--- config.mk ---
export PLATFORM = sky130hd
export DESIGN_NAME = two_queue_weighted_server_unit
export DESIGN_NICKNAME = d
export VERILOG_FILES = /design/src/rtl/tqws_pkg.sv /design/src/rtl/two_queue_weighted_server_unit.sv /design/src/rtl/tqws_ctrl.sv /design/src/rtl/tqws_datapath.sv
export SDC_FILE = /design/constraint.sdc
export NUM_CORES = 1
export LEC_CHECK = 0
export BUFFER_PORTS_ARGS = -buffer_cell sky130_fd_sc_hd__buf_2
export CAP_MARGIN = 20
export CORE_AREA = 2 2 345 244
export CTS_BUF_LIST = sky130_fd_sc_hd__clkbuf_8
export CTS_CLUSTER_DIAMETER = 60
export CTS_CLUSTER_SIZE = 28
export DETAILED_ROUTE_END_ITERATION = 6
export DIE_AREA = 0 0 347 246
export GPL_TIMING_DRIVEN = 1
export PLACE_DENSITY = 0.7
export SYNTH_ARGS = -nofsm -noshare
export SYNTH_HDL_FRONTEND = slang
export SYNTH_SLANG_ARGS = --single-unit
--- constraint.sdc ---
create_clock -name clk -period 8.85 [get_ports clk]
set_input_delay 0.885 -clock clk [delete_from_list [all_inputs] [get_ports clk]]
set_output_delay 0.885 -clock clk [all_outputs]
set_load 0.1 [all_outputs]
--- src/rtl/tqws_pkg.sv ---
// ----------------------------------------------------------------------------
// tqws_pkg
// Shared types and codes for the two-queue weighted server.
// ----------------------------------------------------------------------------
package tqws_pkg;

	// Default number of entries in each tag queue.
	localparam int QueueDepthDefault = 16;

	// Field widths.
	localparam int TagW   = 32;
	localparam int OpW    = 2;
	localparam int StW    = 2;
	localparam int BurstW = 4;

	// Reset value of the burst limit register.
	localparam logic [BurstW-1:0] BurstReset = 4'd3;

	// Operation codes.
	localparam logic [OpW-1:0] OP_ENQ_NORMAL   = 2'd0;
	localparam logic [OpW-1:0] OP_ENQ_PRIORITY = 2'd1;
	localparam logic [OpW-1:0] OP_SERVE        = 2'd2;
	localparam logic [OpW-1:0] OP_NONE         = 2'd3;

	// Result status codes.
	localparam logic [StW-1:0] ST_SERVED   = 2'd0;
	localparam logic [StW-1:0] ST_WAIT     = 2'd1;
	localparam logic [StW-1:0] ST_ENQUEUED = 2'd2;
	localparam logic [StW-1:0] ST_DROPPED  = 2'd3;

	// Commands from the controller to the datapath.
	typedef struct packed {
		logic exec;
	} tqws_cmd_t;

	// Status from the datapath to the controller.
	typedef struct packed {
		logic op_none;
	} tqws_stat_t;

endpackage

--- src/rtl/two_queue_weighted_server_unit.sv ---
// ----------------------------------------------------------------------------
// two_queue_weighted_server_unit
// Weighted round-robin server over a normal and a priority tag queue.
// ----------------------------------------------------------------------------
// An accepted item's result is shown from the next cycle on, when the queue
// memory's registered read has delivered the served tag; the input stays stalled
// until that result has been taken, so the block handles one item at a time. An
// operation code of three is taken and discarded with no result. Queue storage
// needs no clearing after reset. The burst limit may be written only while idle.
module two_queue_weighted_server_unit #(
	parameter int QUEUE_DEPTH = tqws_pkg::QueueDepthDefault
) (
	input  logic                         clk,
	input  logic                         arst_n,
	input  logic                         cfg_write_en,
	input  logic [tqws_pkg::BurstW-1:0]  cfg_write_data,
	input  logic                         in_valid,
	output logic                         in_stall,
	input  logic [tqws_pkg::OpW-1:0]     operation,
	input  logic [tqws_pkg::TagW-1:0]    item_tag,
	output logic                         out_valid,
	input  logic                         out_stall,
	output logic [tqws_pkg::StW-1:0]     status,
	output logic [tqws_pkg::TagW-1:0]    served_tag,
	output logic                         from_priority
);
	import tqws_pkg::*;

	tqws_cmd_t  cmd;
	tqws_stat_t stat;

	// Handshake controller.
	tqws_ctrl u_ctrl (
		.clk       (clk),
		.arst_n    (arst_n),
		.in_valid  (in_valid),
		.in_stall  (in_stall),
		.out_valid (out_valid),
		.out_stall (out_stall),
		.stat      (stat),
		.cmd       (cmd)
	);

	// Queues and scheduling datapath.
	tqws_datapath #(
		.QUEUE_DEPTH (QUEUE_DEPTH)
	) u_datapath (
		.clk            (clk),
		.arst_n         (arst_n),
		.cfg_write_en   (cfg_write_en),
		.cfg_write_data (cfg_write_data),
		.operation      (operation),
		.item_tag       (item_tag),
		.cmd            (cmd),
		.stat           (stat),
		.status         (status),
		.served_tag     (served_tag),
		.from_priority  (from_priority)
	);

	// An executed item always yields a result in the next cycle.
	a_exec_result: assert property (@(posedge clk) disable iff (!arst_n)
		cmd.exec |=> out_valid)
		else $error("executed item gave no result");

	// No new item is taken while a result waits.
	a_hold_stall: assert property (@(posedge clk) disable iff (!arst_n)
		out_valid |-> in_stall)
		else $error("input open while result pending");

	// Only served results carry a tag or a priority flag.
	a_tag_zero: assert property (@(posedge clk) disable iff (!arst_n)
		(out_valid && status != ST_SERVED) |-> (served_tag == '0 && !from_priority))
		else $error("tag or flag on a result that served nothing");

	// A meaningless operation is never executed.
	a_op_none: assert property (@(posedge clk) disable iff (!arst_n)
		cmd.exec |-> !stat.op_none)
		else $error("operation three executed");

endmodule

--- src/rtl/tqws_ctrl.sv ---
// ----------------------------------------------------------------------------
// tqws_ctrl
// Handshake controller: takes one item, then holds the result until taken.
// ----------------------------------------------------------------------------
module tqws_ctrl (
	input  logic                clk,
	input  logic                arst_n,
	input  logic                in_valid,
	output logic                in_stall,
	output logic                out_valid,
	input  logic                out_stall,
	input  tqws_pkg::tqws_stat_t stat,
	output tqws_pkg::tqws_cmd_t  cmd
);
	import tqws_pkg::*;

	typedef enum logic [1:0] {
		S_IDLE = 2'b01,
		S_HOLD = 2'b10
	} state_t;

	state_t state_q;
	state_t state_d;

	// Handshake outputs follow the state directly.
	assign in_stall  = (state_q != S_IDLE);
	assign out_valid = (state_q == S_HOLD);

	// An item with no meaning is taken and dropped without a result.
	assign cmd.exec = (state_q == S_IDLE) && in_valid && !stat.op_none;

	// Next-state logic.
	always_comb begin
		state_d = state_q;
		unique case (state_q)
			S_IDLE: begin
				if (cmd.exec) state_d = S_HOLD;
			end
			S_HOLD: begin
				if (!out_stall) state_d = S_IDLE;
			end
			default: state_d = S_IDLE;
		endcase
	end

	// State register.
	always_ff @(posedge clk or negedge arst_n) begin
		if (!arst_n) begin
			state_q <= S_IDLE;
		end else begin
			state_q <= state_d;
		end
	end

endmodule

--- src/rtl/tqws_datapath.sv ---
// ----------------------------------------------------------------------------
// tqws_datapath
// Two tag queues in memories, their pointers and counts, the burst counter
// and the result registers.
// ----------------------------------------------------------------------------
module tqws_datapath #(
	parameter int QUEUE_DEPTH = tqws_pkg::QueueDepthDefault
) (
	input  logic                         clk,
	input  logic                         arst_n,
	input  logic                         cfg_write_en,
	input  logic [tqws_pkg::BurstW-1:0]  cfg_write_data,
	input  logic [tqws_pkg::OpW-1:0]     operation,
	input  logic [tqws_pkg::TagW-1:0]    item_tag,
	input  tqws_pkg::tqws_cmd_t          cmd,
	output tqws_pkg::tqws_stat_t         stat,
	output logic [tqws_pkg::StW-1:0]     status,
	output logic [tqws_pkg::TagW-1:0]    served_tag,
	output logic                         from_priority
);
	import tqws_pkg::*;

	localparam int PtrW = (QUEUE_DEPTH > 1) ? $clog2(QUEUE_DEPTH) : 1;
	localparam int CntW = $clog2(QUEUE_DEPTH + 1);
	localparam logic [PtrW-1:0] PtrLast = PtrW'(QUEUE_DEPTH - 1);
	localparam logic [CntW-1:0] CntFull = CntW'(QUEUE_DEPTH);

	logic [TagW-1:0] norm_mem [QUEUE_DEPTH];
	logic [TagW-1:0] pri_mem  [QUEUE_DEPTH];

	logic [PtrW-1:0]   norm_head_q, norm_tail_q, pri_head_q, pri_tail_q;
	logic [CntW-1:0]   norm_count_q, pri_count_q;
	logic [BurstW-1:0] burst_count_q, priority_burst_q;
	logic [TagW-1:0]   norm_rd_q, pri_rd_q;
	logic [StW-1:0]    status_q;
	logic              from_pri_q;

	logic is_enq, is_serve, enq_pri;
	logic norm_full, pri_full, norm_any, pri_any, below_limit;
	logic pick_norm, pick_pri;
	logic norm_push, pri_push;

	// Wrapping increment for a queue pointer.
	function automatic logic [PtrW-1:0] next_slot(input logic [PtrW-1:0] p);
		next_slot = (p == PtrLast) ? '0 : p + 1'b1;
	endfunction

	assign stat.op_none = (operation == OP_NONE);

	// Decode of the operation and of the service choice.
	always_comb begin
		is_enq      = (operation == OP_ENQ_NORMAL) || (operation == OP_ENQ_PRIORITY);
		is_serve    = (operation == OP_SERVE);
		enq_pri     = (operation == OP_ENQ_PRIORITY);
		norm_full   = (norm_count_q == CntFull);
		pri_full    = (pri_count_q == CntFull);
		norm_any    = (norm_count_q != '0);
		pri_any     = (pri_count_q != '0);
		below_limit = (burst_count_q < priority_burst_q);
		if (below_limit) begin
			pick_pri  = pri_any;
			pick_norm = !pri_any && norm_any;
		end else begin
			pick_norm = norm_any;
			pick_pri  = !norm_any && pri_any;
		end
		norm_push = cmd.exec && is_enq && !enq_pri && !norm_full;
		pri_push  = cmd.exec && is_enq && enq_pri && !pri_full;
	end

	// Normal queue storage with registered read.
	always_ff @(posedge clk) begin
		if (norm_push) norm_mem[norm_tail_q] <= item_tag;
		if (cmd.exec && is_serve && pick_norm) norm_rd_q <= norm_mem[norm_head_q];
	end

	// Priority queue storage with registered read.
	always_ff @(posedge clk) begin
		if (pri_push) pri_mem[pri_tail_q] <= item_tag;
		if (cmd.exec && is_serve && pick_pri) pri_rd_q <= pri_mem[pri_head_q];
	end

	// Pointers, counts, burst counter and the burst limit register.
	always_ff @(posedge clk or negedge arst_n) begin
		if (!arst_n) begin
			norm_head_q      <= '0;
			norm_tail_q      <= '0;
			norm_count_q     <= '0;
			pri_head_q       <= '0;
			pri_tail_q       <= '0;
			pri_count_q      <= '0;
			burst_count_q    <= '0;
			priority_burst_q <= BurstReset;
		end else begin
			if (cfg_write_en) priority_burst_q <= cfg_write_data;
			if (norm_push) begin
				norm_tail_q  <= next_slot(norm_tail_q);
				norm_count_q <= norm_count_q + 1'b1;
			end
			if (pri_push) begin
				pri_tail_q  <= next_slot(pri_tail_q);
				pri_count_q <= pri_count_q + 1'b1;
			end
			if (cmd.exec && is_serve) begin
				if (pick_norm) begin
					norm_head_q  <= next_slot(norm_head_q);
					norm_count_q <= norm_count_q - 1'b1;
				end
				if (pick_pri) begin
					pri_head_q  <= next_slot(pri_head_q);
					pri_count_q <= pri_count_q - 1'b1;
				end
				if (!below_limit) begin
					burst_count_q <= '0;
				end else if (pick_pri) begin
					burst_count_q <= burst_count_q + 1'b1;
				end
			end
		end
	end

	// Result registers, loaded when an item is executed.
	always_ff @(posedge clk) begin
		if (cmd.exec) begin
			if (is_enq) begin
				status_q   <= (enq_pri ? pri_full : norm_full) ? ST_DROPPED : ST_ENQUEUED;
				from_pri_q <= 1'b0;
			end else begin
				status_q   <= (pick_norm || pick_pri) ? ST_SERVED : ST_WAIT;
				from_pri_q <= pick_pri;
			end
		end
	end

	// The served tag comes from the served queue's memory read register, and is zero when nothing was served.
	assign status        = status_q;
	assign from_priority = (status_q == ST_SERVED) && from_pri_q;
	assign served_tag    = (status_q != ST_SERVED) ? '0 : (from_pri_q ? pri_rd_q : norm_rd_q);

endmodule
-- Word-level counts from Yosys, hierarchy flattened
Memory sizes are Yosys's and may differ from the RTL's. A register that Yosys moved wholly into a read port is not among the register bits.
Index checks and enable logic that the tools add are counted.
- register bits after elaboration: 39
- memories: 2
- bits of input ports: 43
- word-level logic and storage cells: 95
- memory bits (writable): 1024
- reduce and logical (&&, ||, !) cells: 30
- order comparisons: 1
- equality and inequality tests: 15
- add/subtract/negate cells: 9
- multiplexer cells: 27
- memories (name ; depth ; width ; read ports ; clocked after memory_dff ; wr ports ; RTL line ; text):
    u_datapath.norm_mem ; 16 ; 32 ; 1 ; 1 ; 1 ; tqws_datapath.sv:28 ; logic [TagW-1:0] norm_mem [QUEUE_DEPTH];
    u_datapath.pri_mem ; 16 ; 32 ; 1 ; 1 ; 1 ; tqws_datapath.sv:29 ; logic [TagW-1:0] pri_mem [QUEUE_DEPTH];
- operator list (operator ; count):
    $mux W32 ; 2
    $mux W5 ; 6
    $mux W4 ; 6
    $add A4 B1 Y4 const B ; 5
    $eq A4 B4 Y1 const B ; 4
    $logic_and A1 B1 Y1 ; 13
    $add A5 B1 Y5 const B ; 2
    $eq A5 B5 Y1 const B ; 2
    $reduce_bool A5 Y1 ; 2
    $sub A5 B1 Y5 const B ; 2
    $mux W1 ; 9
    $reduce_and A2 Y1 ; 4
    $eq A2 B2 Y1 const B ; 3
    $logic_not A1 Y1 ; 6
    $mux W2 ; 3
    $eq A2 B1 Y1 const B ; 2
    $logic_not A2 Y1 ; 2
    $lt A4 B4 Y1 ; 1
    $ne A2 B1 Y1 const B ; 2
    $ne A2 B2 Y1 const B ; 2
    $pmux W2 S2 ; 1
    $logic_or A1 B1 Y1 ; 2
    $reduce_bool A2 Y1 ; 1

-- Longest topological paths before layout
Gate-level depths: netlist of run 1.
- word-level depth: 9
- gate-level depth with buffers: 8
- mapped depth without buffers: 7

-- Cells and area by module
From an unflattened synthesis of run 1, not the netlist that was laid out.
- cells, all modules: 2170
- area, all modules: 43863.3 um^2
- modules (own cells, without submodules) (module ; area each (um^2) ; cells an instance ; instances ; seq. area each (um^2)):
    tqws_datapath ; 43772.0 ; 2163 ; 1 ; 33614.7
    tqws_ctrl ; 91.3 ; 7 ; 1 ; 51.3

-- Worst setup path after synthesis of run 1
No wires, ideal clock.
- kind: in2reg
- start point: input in_valid
- end point: memory u_datapath.norm_mem[3][0], enable pin
- setup time: 0.502 ns
- path buffers: 0
- stages on the path: 3
- data required time: 8.348 ns
- path slack: 3.804 ns
- arrival: 4.544 ns
- cells stage by stage: nand3b_4 a2111o_1 nor4_1
- longest elaborated chain between the ends: 7
- ends and longest elaborated chain (what ; RTL line ; text):
    start, declared ; two_queue_weighted_server_unit.sv:17 ; input logic in_valid,
    $logic_and A1 B1 Y1 (2 in a row) ; tqws_ctrl.sv:30 ; assign cmd.exec = (state_q == S_IDLE) && in_valid && !stat.op_none;
    $logic_and A1 B1 Y1 (3 in a row) ; tqws_datapath.sv:67 ; norm_push = cmd.exec && is_enq && !enq_pri && !norm_full;
    $mux W1 ; tqws_datapath.sv:73 ; if (norm_push) norm_mem[norm_tail_q] <= item_tag;
    $mux W1 (not written as such) ; tqws_datapath.sv:73 ;
    end, declared ; tqws_datapath.sv:28 ;
No other way between the ends.

-- Worst setup path after layout of run 1
- start point: register u_datapath.from_pri_q
- end point: output served_tag[17] (netlist bit)
- longest elaborated chain between the ends: 2
- ends and longest elaborated chain (what ; RTL line ; text):
    start, declared ; tqws_datapath.sv:36 ; logic from_pri_q;
    start signal, assigned ; tqws_datapath.sv:130 ; from_pri_q <= pick_pri;
    $mux W32 (2 in a row) ; tqws_datapath.sv:138 ; assign served_tag = (status_q != ST_SERVED) ? '0 : (from_pri_q ? pri_rd_q : norm_rd_q);
    end, declared ; two_queue_weighted_server_unit.sv:24 ; output logic [tqws_pkg::TagW-1:0] served_tag,
No other way between the ends.

==> summary.md, run 1 <==
| Metric | Value |
|---|---|
| Die area | 85400 sq um |
| Synthesis-to-finish area growth | 6.70% |
| FF-to-FF Start | u_datapath.norm_head_q[0]$_DFFE_PN0P_ |
| Initial antenna violation count | 0 |
| Die width | 347 microns |
| Syn Inst Count | 2312 |
| Max IR drop VDD | 0.213 mV |
| Die Y | around 250 microns |
| Status | completed |
| Post-synthesis async set-or-reset flop share | 3.19% |
| Residual DRC | 0 |
| Mapped Area | 44100 sq um |
| Critical path capture point type | primary output |
| Clk pwr share | 19.0% |
| Synth cell types | 72 |
| Slew @ Worst Pin | 1100 ps |
| Pins over their slew limit | 0 |
| Slowest stage cell, crit path | mux2i_1 |
| Gp weighted congestion | 0.799 |
| Sw frac | 31.7% |
| PortBufs | 79 |
| Internal | 8010 uW |
| Initial DRC count | approximately 2800 |
| Worst hold-check path type | in2async |
| DR WL/cell | 28.8 microns |
| CTS Buffer Depth | 3 |
| Post-Syn Area per Cell | approximately 19 sq um |
| DR pass1 iterations | 5 |
| Clock slew at reported path FFs | 160 ps |
| Diodes inserted | 0 |
| Most frequent cells after synthesis | 1091 x edfxtp_1, 225 x mux2i_1, 133 x o21ai_0 |
| Area contributors post-synth | edfxtp_1 74%, mux4_2 6.5%, mux2i_1 5.1%, dfrtp_1 1.9%, mux2_2 1.7% |
| Pwr dens | about 250 nW/um^2 |
| Crit Path Class | reg2out |
| Syn Nets | 2373 |
| Via count | 22300 |
| Pleak | 0.0151 uW |
| Minimum clock period | 3690 ps |
| Fin cells | 3481 |
| Antenna viol nets, final | 0 |
| Critical Path, Cell by Cell | buf_4, mux2i_1, nor2_1, buf_2 |
| Worst Path Required | between 7000 and 8000 ps |
| Setup TNS | 0 ps |
| Worst-Skew Late Latency | approximately 750 ps |
| TritonCTS clock tree | built |
| H-tree levels | 2 |
| Vias in the first global route | around 22000 |
| Top_reg_cell synth | edfxtp_1 |
| Net Switching | 3720 uW |
| Slew HR | 26.5% |
| Share of cells above drive strength 1 | 19.8% |
| Largest area contributor in the netlist | edfxtp_1 |
| Yosys top cell area share | 74.4% |
| Setup Buffers After CTS | 0 |
| CP startpoint kind | flip-flop |
| Yosys reg bits | 1127 |
| FF-to-FF path depth | 7 |
| Post-synthesis sequential area ratio | approximately 76% |
| Count leader, synth | edfxtp_1 |
| Final worst-path cycle share | 41.7% |
| Final wirelength | ~100000 microns |
| RSZ-0062 raised after global routing | no |
| YS warnings | 0 |
| Grt ovf | 0 |
| R2r setup slk | 5280 ps |
| Final setup vio count | 0 |
| Overall global routing resource usage | 23.4% |
| Hold buffers post-CTS | 0 |
| FMAX | 0.271 GHz |
| Reg-to-Reg End | u_datapath.norm_rd_q[23]$_DFFE_PP_ |
| Logic gate share of total power | 26.9% |
| Final hold violations | 0 |
| Crit-path max cell delay | 680 ps |
| Num CTS Buffers | 53 |
| CTS root buffer | clkbuf_8 |
| Highest net fanout along the worst path | 33 |
| # fillers | 5931 |
| Core Region | 82000 sq um |
| Flop pwr share | 54.1% |
| Number of enable flip-flop cells after synthesis | 1091 |
| First-pass GRT wire length | approximately 150000 microns |
| Max cap viols | 0 |
| HPWL after DPL | between 50000 and 60000 microns |
| Starting Density | between 50 and 60% |
| Post_cts resized | 0 |
| I/O Pins | 80 |
| Drt via density | 6.40 |
| CP arrival | 2800 ps |
| Power Total | ~12000 uW |
| Setup Skew | 31.7 ps |
| Clk sinks | 1127 |
| Largest net degree at the start of global routing | 92 |
| Nets | 2432 |
| Site Rows | 88 |
| Placed Cells | ~3400 |
==> metal layers <==
metal | global-route usage, % | vias to the layer above | part of all wire (%)
met5 | 0 | - | 0
met4 | 4.25 | 0 | 1.5
met3 | 3.64 | 99 | 7.9
met2 | 36.4 | 932 | 46
met1 | 35.7 | 11800 | 44
li1 | - | 9431 | -
==> power groups by stage <==
stage                     Combinational (uW)  Clock, uW  Sequential (uW)
after floorplan                         2460          0             6270
after global placement                  3040          0             6460
after detailed placement                3140          0             6470
after CTS                               3140       2280             6360
after global routing                    3360       2430             6380
final                                   3150       2230             6350
==> cell families after synthesis <==
logic type / after synthesis / share of synthesized area, %
flip-flops: 1127 / 76.4
buffers and inverters: 151 / 1.65
XOR/XNOR: 8 / 0.159
multiplexers: 423 / 13.5
AND/OR/NAND/NOR: 209 / 2.31
adder cells (fa/ha/maj): 18 / 0.511
AO/OA/AOI/OAI: 376 / 5.49
==> metrics by stage <==
stage,worst slack (ps),hold WS (ps),util [%],cell area [sq um]
after floorplan,3800,455,-,44100
after global placement,5280,476,55.7,45700
after detailed placement,5260,514,56.0,45900
after CTS,5170,210,57.2,46900
after global routing,5000,261,57.3,47000
final,5160,229,57.3,47000
==> critical path: cells and delay by family (launching register included) <==
| kind | cells | cell delay [ps] |
|---|---|---|
| buffers and inverters | 2 | 820 |
| multiplexers | 1 | 680 |
| flip-flops | 1 | 360 |
| AND/OR/NAND/NOR | 1 | 120 |
==> how the worst max path moves through the flow <==
| stage | start | end | slack (ps) | cells past startpoint |
|---|---|---|---|---|
| global placement | u_datapath.pri_head_q[1]$_DFFE_PN0P_ | u_datapath.pri_rd_q[5]$_DFFE_PP_ | 5280 | 6 |
| global route | u_datapath.norm_head_q[0]$_DFFE_PN0P_ | u_datapath.norm_rd_q[23]$_DFFE_PP_ | 5000 | 7 |
| floorplan | in_valid | u_datapath.norm_mem[3][0]$_DFFE_PP_ | 3800 | 3 |
| finish | u_datapath.from_pri_q$_SDFFCE_PN0P_ | served_tag[17] | 5160 | 4 |
| detailed placement | u_datapath.norm_head_q[0]$_DFFE_PN0P_ | u_datapath.norm_rd_q[23]$_DFFE_PP_ | 5260 | 7 |
| CTS | u_datapath.from_pri_q$_SDFFCE_PN0P_ | served_tag[16] | 5170 | 4 |
==> flip-flops by register name, indices dropped and copies added (netlist names), 2 cells and up <==
register,count
u_datapath.pri_head_q,4
u_datapath.pri_rd_q,32
u_datapath.pri_mem,512
u_datapath.norm_tail_q,4
u_datapath.norm_rd_q,32
u_datapath.priority_burst_q,4
u_ctrl.state_q,2
u_datapath.pri_tail_q,4
u_datapath.norm_mem,512
u_datapath.status,2
u_datapath.pri_count_q,5
u_datapath.norm_head_q,4
u_datapath.burst_count_q,4
u_datapath.norm_count_q,5
==> placed cells by master (no fill, tap or decap), drive strengths merged, types with 3 or more instances in the layout <==
cell,synthesis,routed
edfxtp,1091,1091
mux2i,225,225
o21ai,149,149
buf,65,131
mux4,128,128
nand2,88,88
a21oi,72,72
mux2,70,70
a22oi,66,66
a221oi,64,64
nor2,57,57
clkbuf,62,53
inv,24,40
dfrtp,33,33
ha,18,18
nor3,14,14
clkinv,0,14
nand3,8,8
xnor2,7,7
and2,7,7
a31oi,4,4
nand2b,4,4
nand4,4,4
nor4,4,4
o31ai,3,3
a21o,3,3
dfstp,3,3
and3,3,3
o41ai,3,3
nor3b,3,3
and2b,3,3
==> area by class of cell <==
cell class	count	area, sq um	area share (%)
sequential	1127	33700	71.7
multi-input combinational	1034	9870	21.0
tap	1080	1350	2.87
timing repair buffer	131	973	2.07
clock buffer	53	729	1.55
clock inverter	32	307	0.652
inverter	24	90.1	0.192
Note: power is estimated with default switching activity, not from simulation.
==> run 2, diff against run 1 <==
--- a/config.mk
+++ b/config.mk
@@ -5,14 +5,15 @@
 export SDC_FILE = /design/constraint.sdc
 export NUM_CORES = 1
 export LEC_CHECK = 0
+export ABC_AREA = 1
 export BUFFER_PORTS_ARGS = -buffer_cell sky130_fd_sc_hd__buf_2
 export CAP_MARGIN = 20
-export CORE_AREA = 2 2 345 244
+export CORE_AREA = 2 2 351 248
 export CTS_BUF_LIST = sky130_fd_sc_hd__clkbuf_8
 export CTS_CLUSTER_DIAMETER = 60
 export CTS_CLUSTER_SIZE = 28
 export DETAILED_ROUTE_END_ITERATION = 6
-export DIE_AREA = 0 0 347 246
+export DIE_AREA = 0 0 353 250
 export GPL_TIMING_DRIVEN = 1
 export PLACE_DENSITY = 0.7
 export SYNTH_ARGS = -nofsm -noshare
==> constraint.sdc (replaced) <==
create_clock -name clk -period 3.57 [get_ports clk]
set_input_delay 0.357 -clock clk [delete_from_list [all_inputs] [get_ports clk]]
set_output_delay 0.357 -clock clk [all_outputs]
set_load 0.1 [all_outputs]
==> run 2 against run 1 <==
Sequential power is 150% higher. Power grew to 2.6 times the previous value. Worst setup slack got worse by 4800 ps. Count of clock-buffer cells in the layout is the same. Via count up 24%. Highest routed layer unchanged.
==> summary.md, run 2 <==
| Metric | Value |
|---|---|
| Yosys top cell area share | 71.9% (-2.4 points) |
| Final worst-path cycle share | about nine tenths |
| Gp weighted congestion | 0.860 (+7.5%) |
| Crit-path max cell delay | 520 ps (-160 ps) |
| Num CTS Buffers | 50 (-5.7%) |
| I/O Pins | 80 (unchanged) |
| Pwr dens | 635 nW/um^2 (+150%) |
| R2r setup slk | 760 ps (-4520 ps) |
| Final hold violations | 0 (unchanged) |
| Count leader, synth | edfxtp_1 |
| Slew HR | 42.8% (+16 points) |
| DR WL/cell | 22.5 microns (-22%) |
| Number of enable flip-flop cells after synthesis | 1091 (unchanged) |
| Synth Area in Adders | 0.495% (-0.017 points) |
| Worst Path Required | 3210 ps (-4760 ps) |
| Pins over their slew limit | 0 (unchanged) |
| Clk sinks | 1127 (unchanged) |
| Critical Path, Cell by Cell | inv_1, buf_4, nand2_1, a21oi_1, buf_2 |
| Post-Synth XOR/XNOR Area | 0.154% (-0.0052 points) |
| Slew @ Worst Pin | 859 ps (-244 ps) |
| Most frequent cells after synthesis | 1091 x edfxtp_1, 808 x nand2_1, 303 x nor2_1 |
| Worst Setup SP | u_datapath.from_pri_q$_SDFFCE_PN0P_ |
| Area contributors post-synth | edfxtp_1 72%, nand2_1 6.7%, o211ai_1 3.2%, nor2_1 2.5%, inv_1 2.5% |
| Main combinational cell family by area after synthesis | simple AND/OR/NAND/NOR gates |
| Max IR drop VDD | 0.513 mV (+140%) |
| Post_cts resized | 0 (unchanged) |
| Mapped Area | 45500 sq um (+3.4%) |
| PortBufs | 79 (unchanged) |
| Most common cell after layout, fill and taps aside | edfxtp_1 |
| Critical path capture point type | primary output |
| Clock slew at reported path FFs | 160 ps (about the same) |
| FF-to-FF Start | u_ctrl.state_q[0]$_DFFE_PN1P_ |
| Hold wc startpoint | item_tag[15] |
| Overall global routing resource usage | 24.4% (+0.99 points) |
| Synthesis-to-finish area growth | 7.19% |
| Post-Syn Area per Cell | 12.6 sq um (-34%) |
| Synth Area in Simple Gates | 11.4% (+9.1 points) |
| CTS root buffer | clkbuf_8 |
| Slowest stage cell, crit path | buf_2 |
| Area of the multi-input gates | 9920 sq um (+0.52%) |
| Top_reg_cell synth | edfxtp_1 |
| HPWL after DPL | 62800 microns (+11%) |
| Max cap viols | 0 (unchanged) |
| Post-synthesis sequential area ratio | 73.9% (-2.5 points) |
| Largest area contributor in the netlist | edfxtp_1 |
| Pleak | 0.0167 uW (+10%) |
| Drt via density | 5.75 (-10%) |
| First-pass GRT wire length | 163000 microns (+11%) |
| Minimum clock period | about 3200 ps |
| Antenna viol nets, final | 0 (unchanged) |
| Syn Nets | 3671 (+55%) |
| Final WS setup | 324 ps (-4840 ps) |
| Starting Density | 53.4% (-0.35 points) |
| Yosys reg bits | 1127 (unchanged) |
| Via count | 27600 (+24%) |
| CP startpoint kind | flip-flop |
| Status | completed |
| RSZ-0062 raised after global routing | no |
| Largest net degree at the start of global routing | 168 (+83%) |
| Nets | 3684 (+51%) |
| Reg-to-Reg End | u_datapath.pri_mem[1][9]$_DFFE_PP_ |
| Final setup vio count | 0 (unchanged) |
| Most frequent cells in the layout | 1091 x edfxtp_1, 808 x nand2_1, 301 x inv_1 |
| Setup Skew | 30.1 ps (-1.54 ps) |
| Vias in the first global route | 26000 (+19%) |
| Initial antenna violation count | 2 (+2) |
| Post-synthesis async set-or-reset flop share | 3.19% (unchanged) |
| Hold buffers post-CTS | 14 (+14) |
| Site Rows | 90 (+2.3%) |
| Multiplexer share of the synthesized area | 0.0247% (-13 points) |
| DR pass1 iterations | 5 (unchanged) |
| CP arrival | 2890 ps (+90 ps) |
| Highest net fanout along the worst path | 17 (-48%) |
| Syn Inst Count | 3610 (+56%) |
| Core Region | 85400 sq um (+4.1%) |
| H-tree levels | 2 (unchanged) |
| Register area | 33700 sq um (about the same) |
| WHS | 81.0 ps (-148 ps) |
| Pre-CTS WS | 771 ps (-4490 ps) |
| Diodes inserted | 0 (unchanged) |
| Worst hold-check path type | in2reg |
| Share of cells above drive strength 1 | 8.16% (-12 points) |
| Die Y | 250 microns (+1.6%) |
| Compound-Gate Fraction of Synth Area | 9.19% (+3.7 points) |
| FF-to-FF path depth | 7 (unchanged) |
| Worst Setup EP | served_tag[31] |
| TritonCTS clock tree | built |
| Residual DRC | 0 (unchanged) |
| Final wirelength | 108000 microns (+7.8%) |
| FMAX | 0.308 GHz |
| Synth cell types | 37 (-49%) |
| Grt ovf | 0 (unchanged) |
| Crit Path Class | reg2out |
| Largest regs | u_datapath.norm_mem (512), u_datapath.pri_mem (512) |
| CTS Buffer Depth | 3 (unchanged) |
| Util after Layout | 57.2% (-0.12 points) |
| # fillers | 6830 (+15%) |
| Worst-Skew Late Latency | 750 ps (about the same) |
| Initial DRC count | 3680 (+33%) |
| YS warnings | 0 (unchanged) |
| Setup Buffers After CTS | 0 (unchanged) |
| Die width | 353 microns (+1.7%) |
| Die area | 88300 sq um (+3.4%) |
## run 2: stage by stage
| step | power [uW] | cells | cell area, sq um | TNS, ps |
|---|---|---|---|---|
| after CTS | 31100 | 4800 | 48800 | 0 |
| after floorplan | 22300 | 3610 | 45500 | -151540 |
| after detailed placement | 25700 | 4707 | 47700 | 0 |
| after global placement | 25600 | 4707 | 47700 | 0 |
| final | 31000 | 4800 | 48800 | 0 |
| after global routing | 32500 | 4800 | 48800 | 0 |
## run 2: metal layers
layer  track usage, %  share of wire [%]
met4             5.43                2.0
met2             34.7                 43
met5                0                  0
met3             4.80                9.9
met1             38.8                 45
## run 2: report_power, final
group | internal [uW] | total, uW | leakage, uW | switching [uW]
Sequential | 15100 | 15700 | 0.0102 | 520
Combinational | 2780 | 9790 | 0.00590 | 7010
Clock | 1670 | 5520 | 0.000514 | 3850
Total | 19600 | 31000 | 0.0167 | 11400
## run 2: worst max-delay path: cells and delay by family (launching register included)
kind	cells	cell delay, ps
AO/OA/AOI/OAI	1	380
flip-flops	1	420
buffers and inverters	3	1250
AND/OR/NAND/NOR	1	80
## run 2: layout make-up
class | instances | share of cell area (%)
flip-flops and latches | 1127 | 69.0
multi-input cells | 1966 | 20.3
repair buffers | 169 | 3.29
well taps | 1150 | 2.95
inverters | 309 | 2.39
clock buffers | 53 | 1.49
clock inverters | 26 | 0.543
## run 2: worst min-delay path by stage
stage	end	slack [ps]	depth (start not counted)
2_1_floorplan	u_ctrl.state_q[1]$_DFFE_PN0P_	60	0
3_3_place_gp	u_datapath.priority_burst_q[1]$_DFFE_PN1P_	490	2
3_5_place_dp	u_datapath.priority_burst_q[1]$_DFFE_PN1P_	490	2
4_1_cts	u_datapath.pri_mem[3][15]$_DFFE_PP_	30	1
5_1_grt	u_datapath.pri_mem[9][15]$_DFFE_PP_	70	1
6_report	u_datapath.pri_mem[14][15]$_DFFE_PP_	80	1
## run 2: cell families (layout without fill, tap and decap cells)
| kind of cell | count (synthesis) | after routing |
|---|---|---|
| AO/OA/AOI/OAI | 643 | 643 |
| XOR/XNOR | 8 | 8 |
| adder cells (fa/ha/maj) | 18 | 18 |
| buffers and inverters | 517 | 557 |
| flip-flops | 1127 | 1127 |
| multiplexers | 1 | 1 |
| AND/OR/NAND/NOR | 1296 | 1296 |
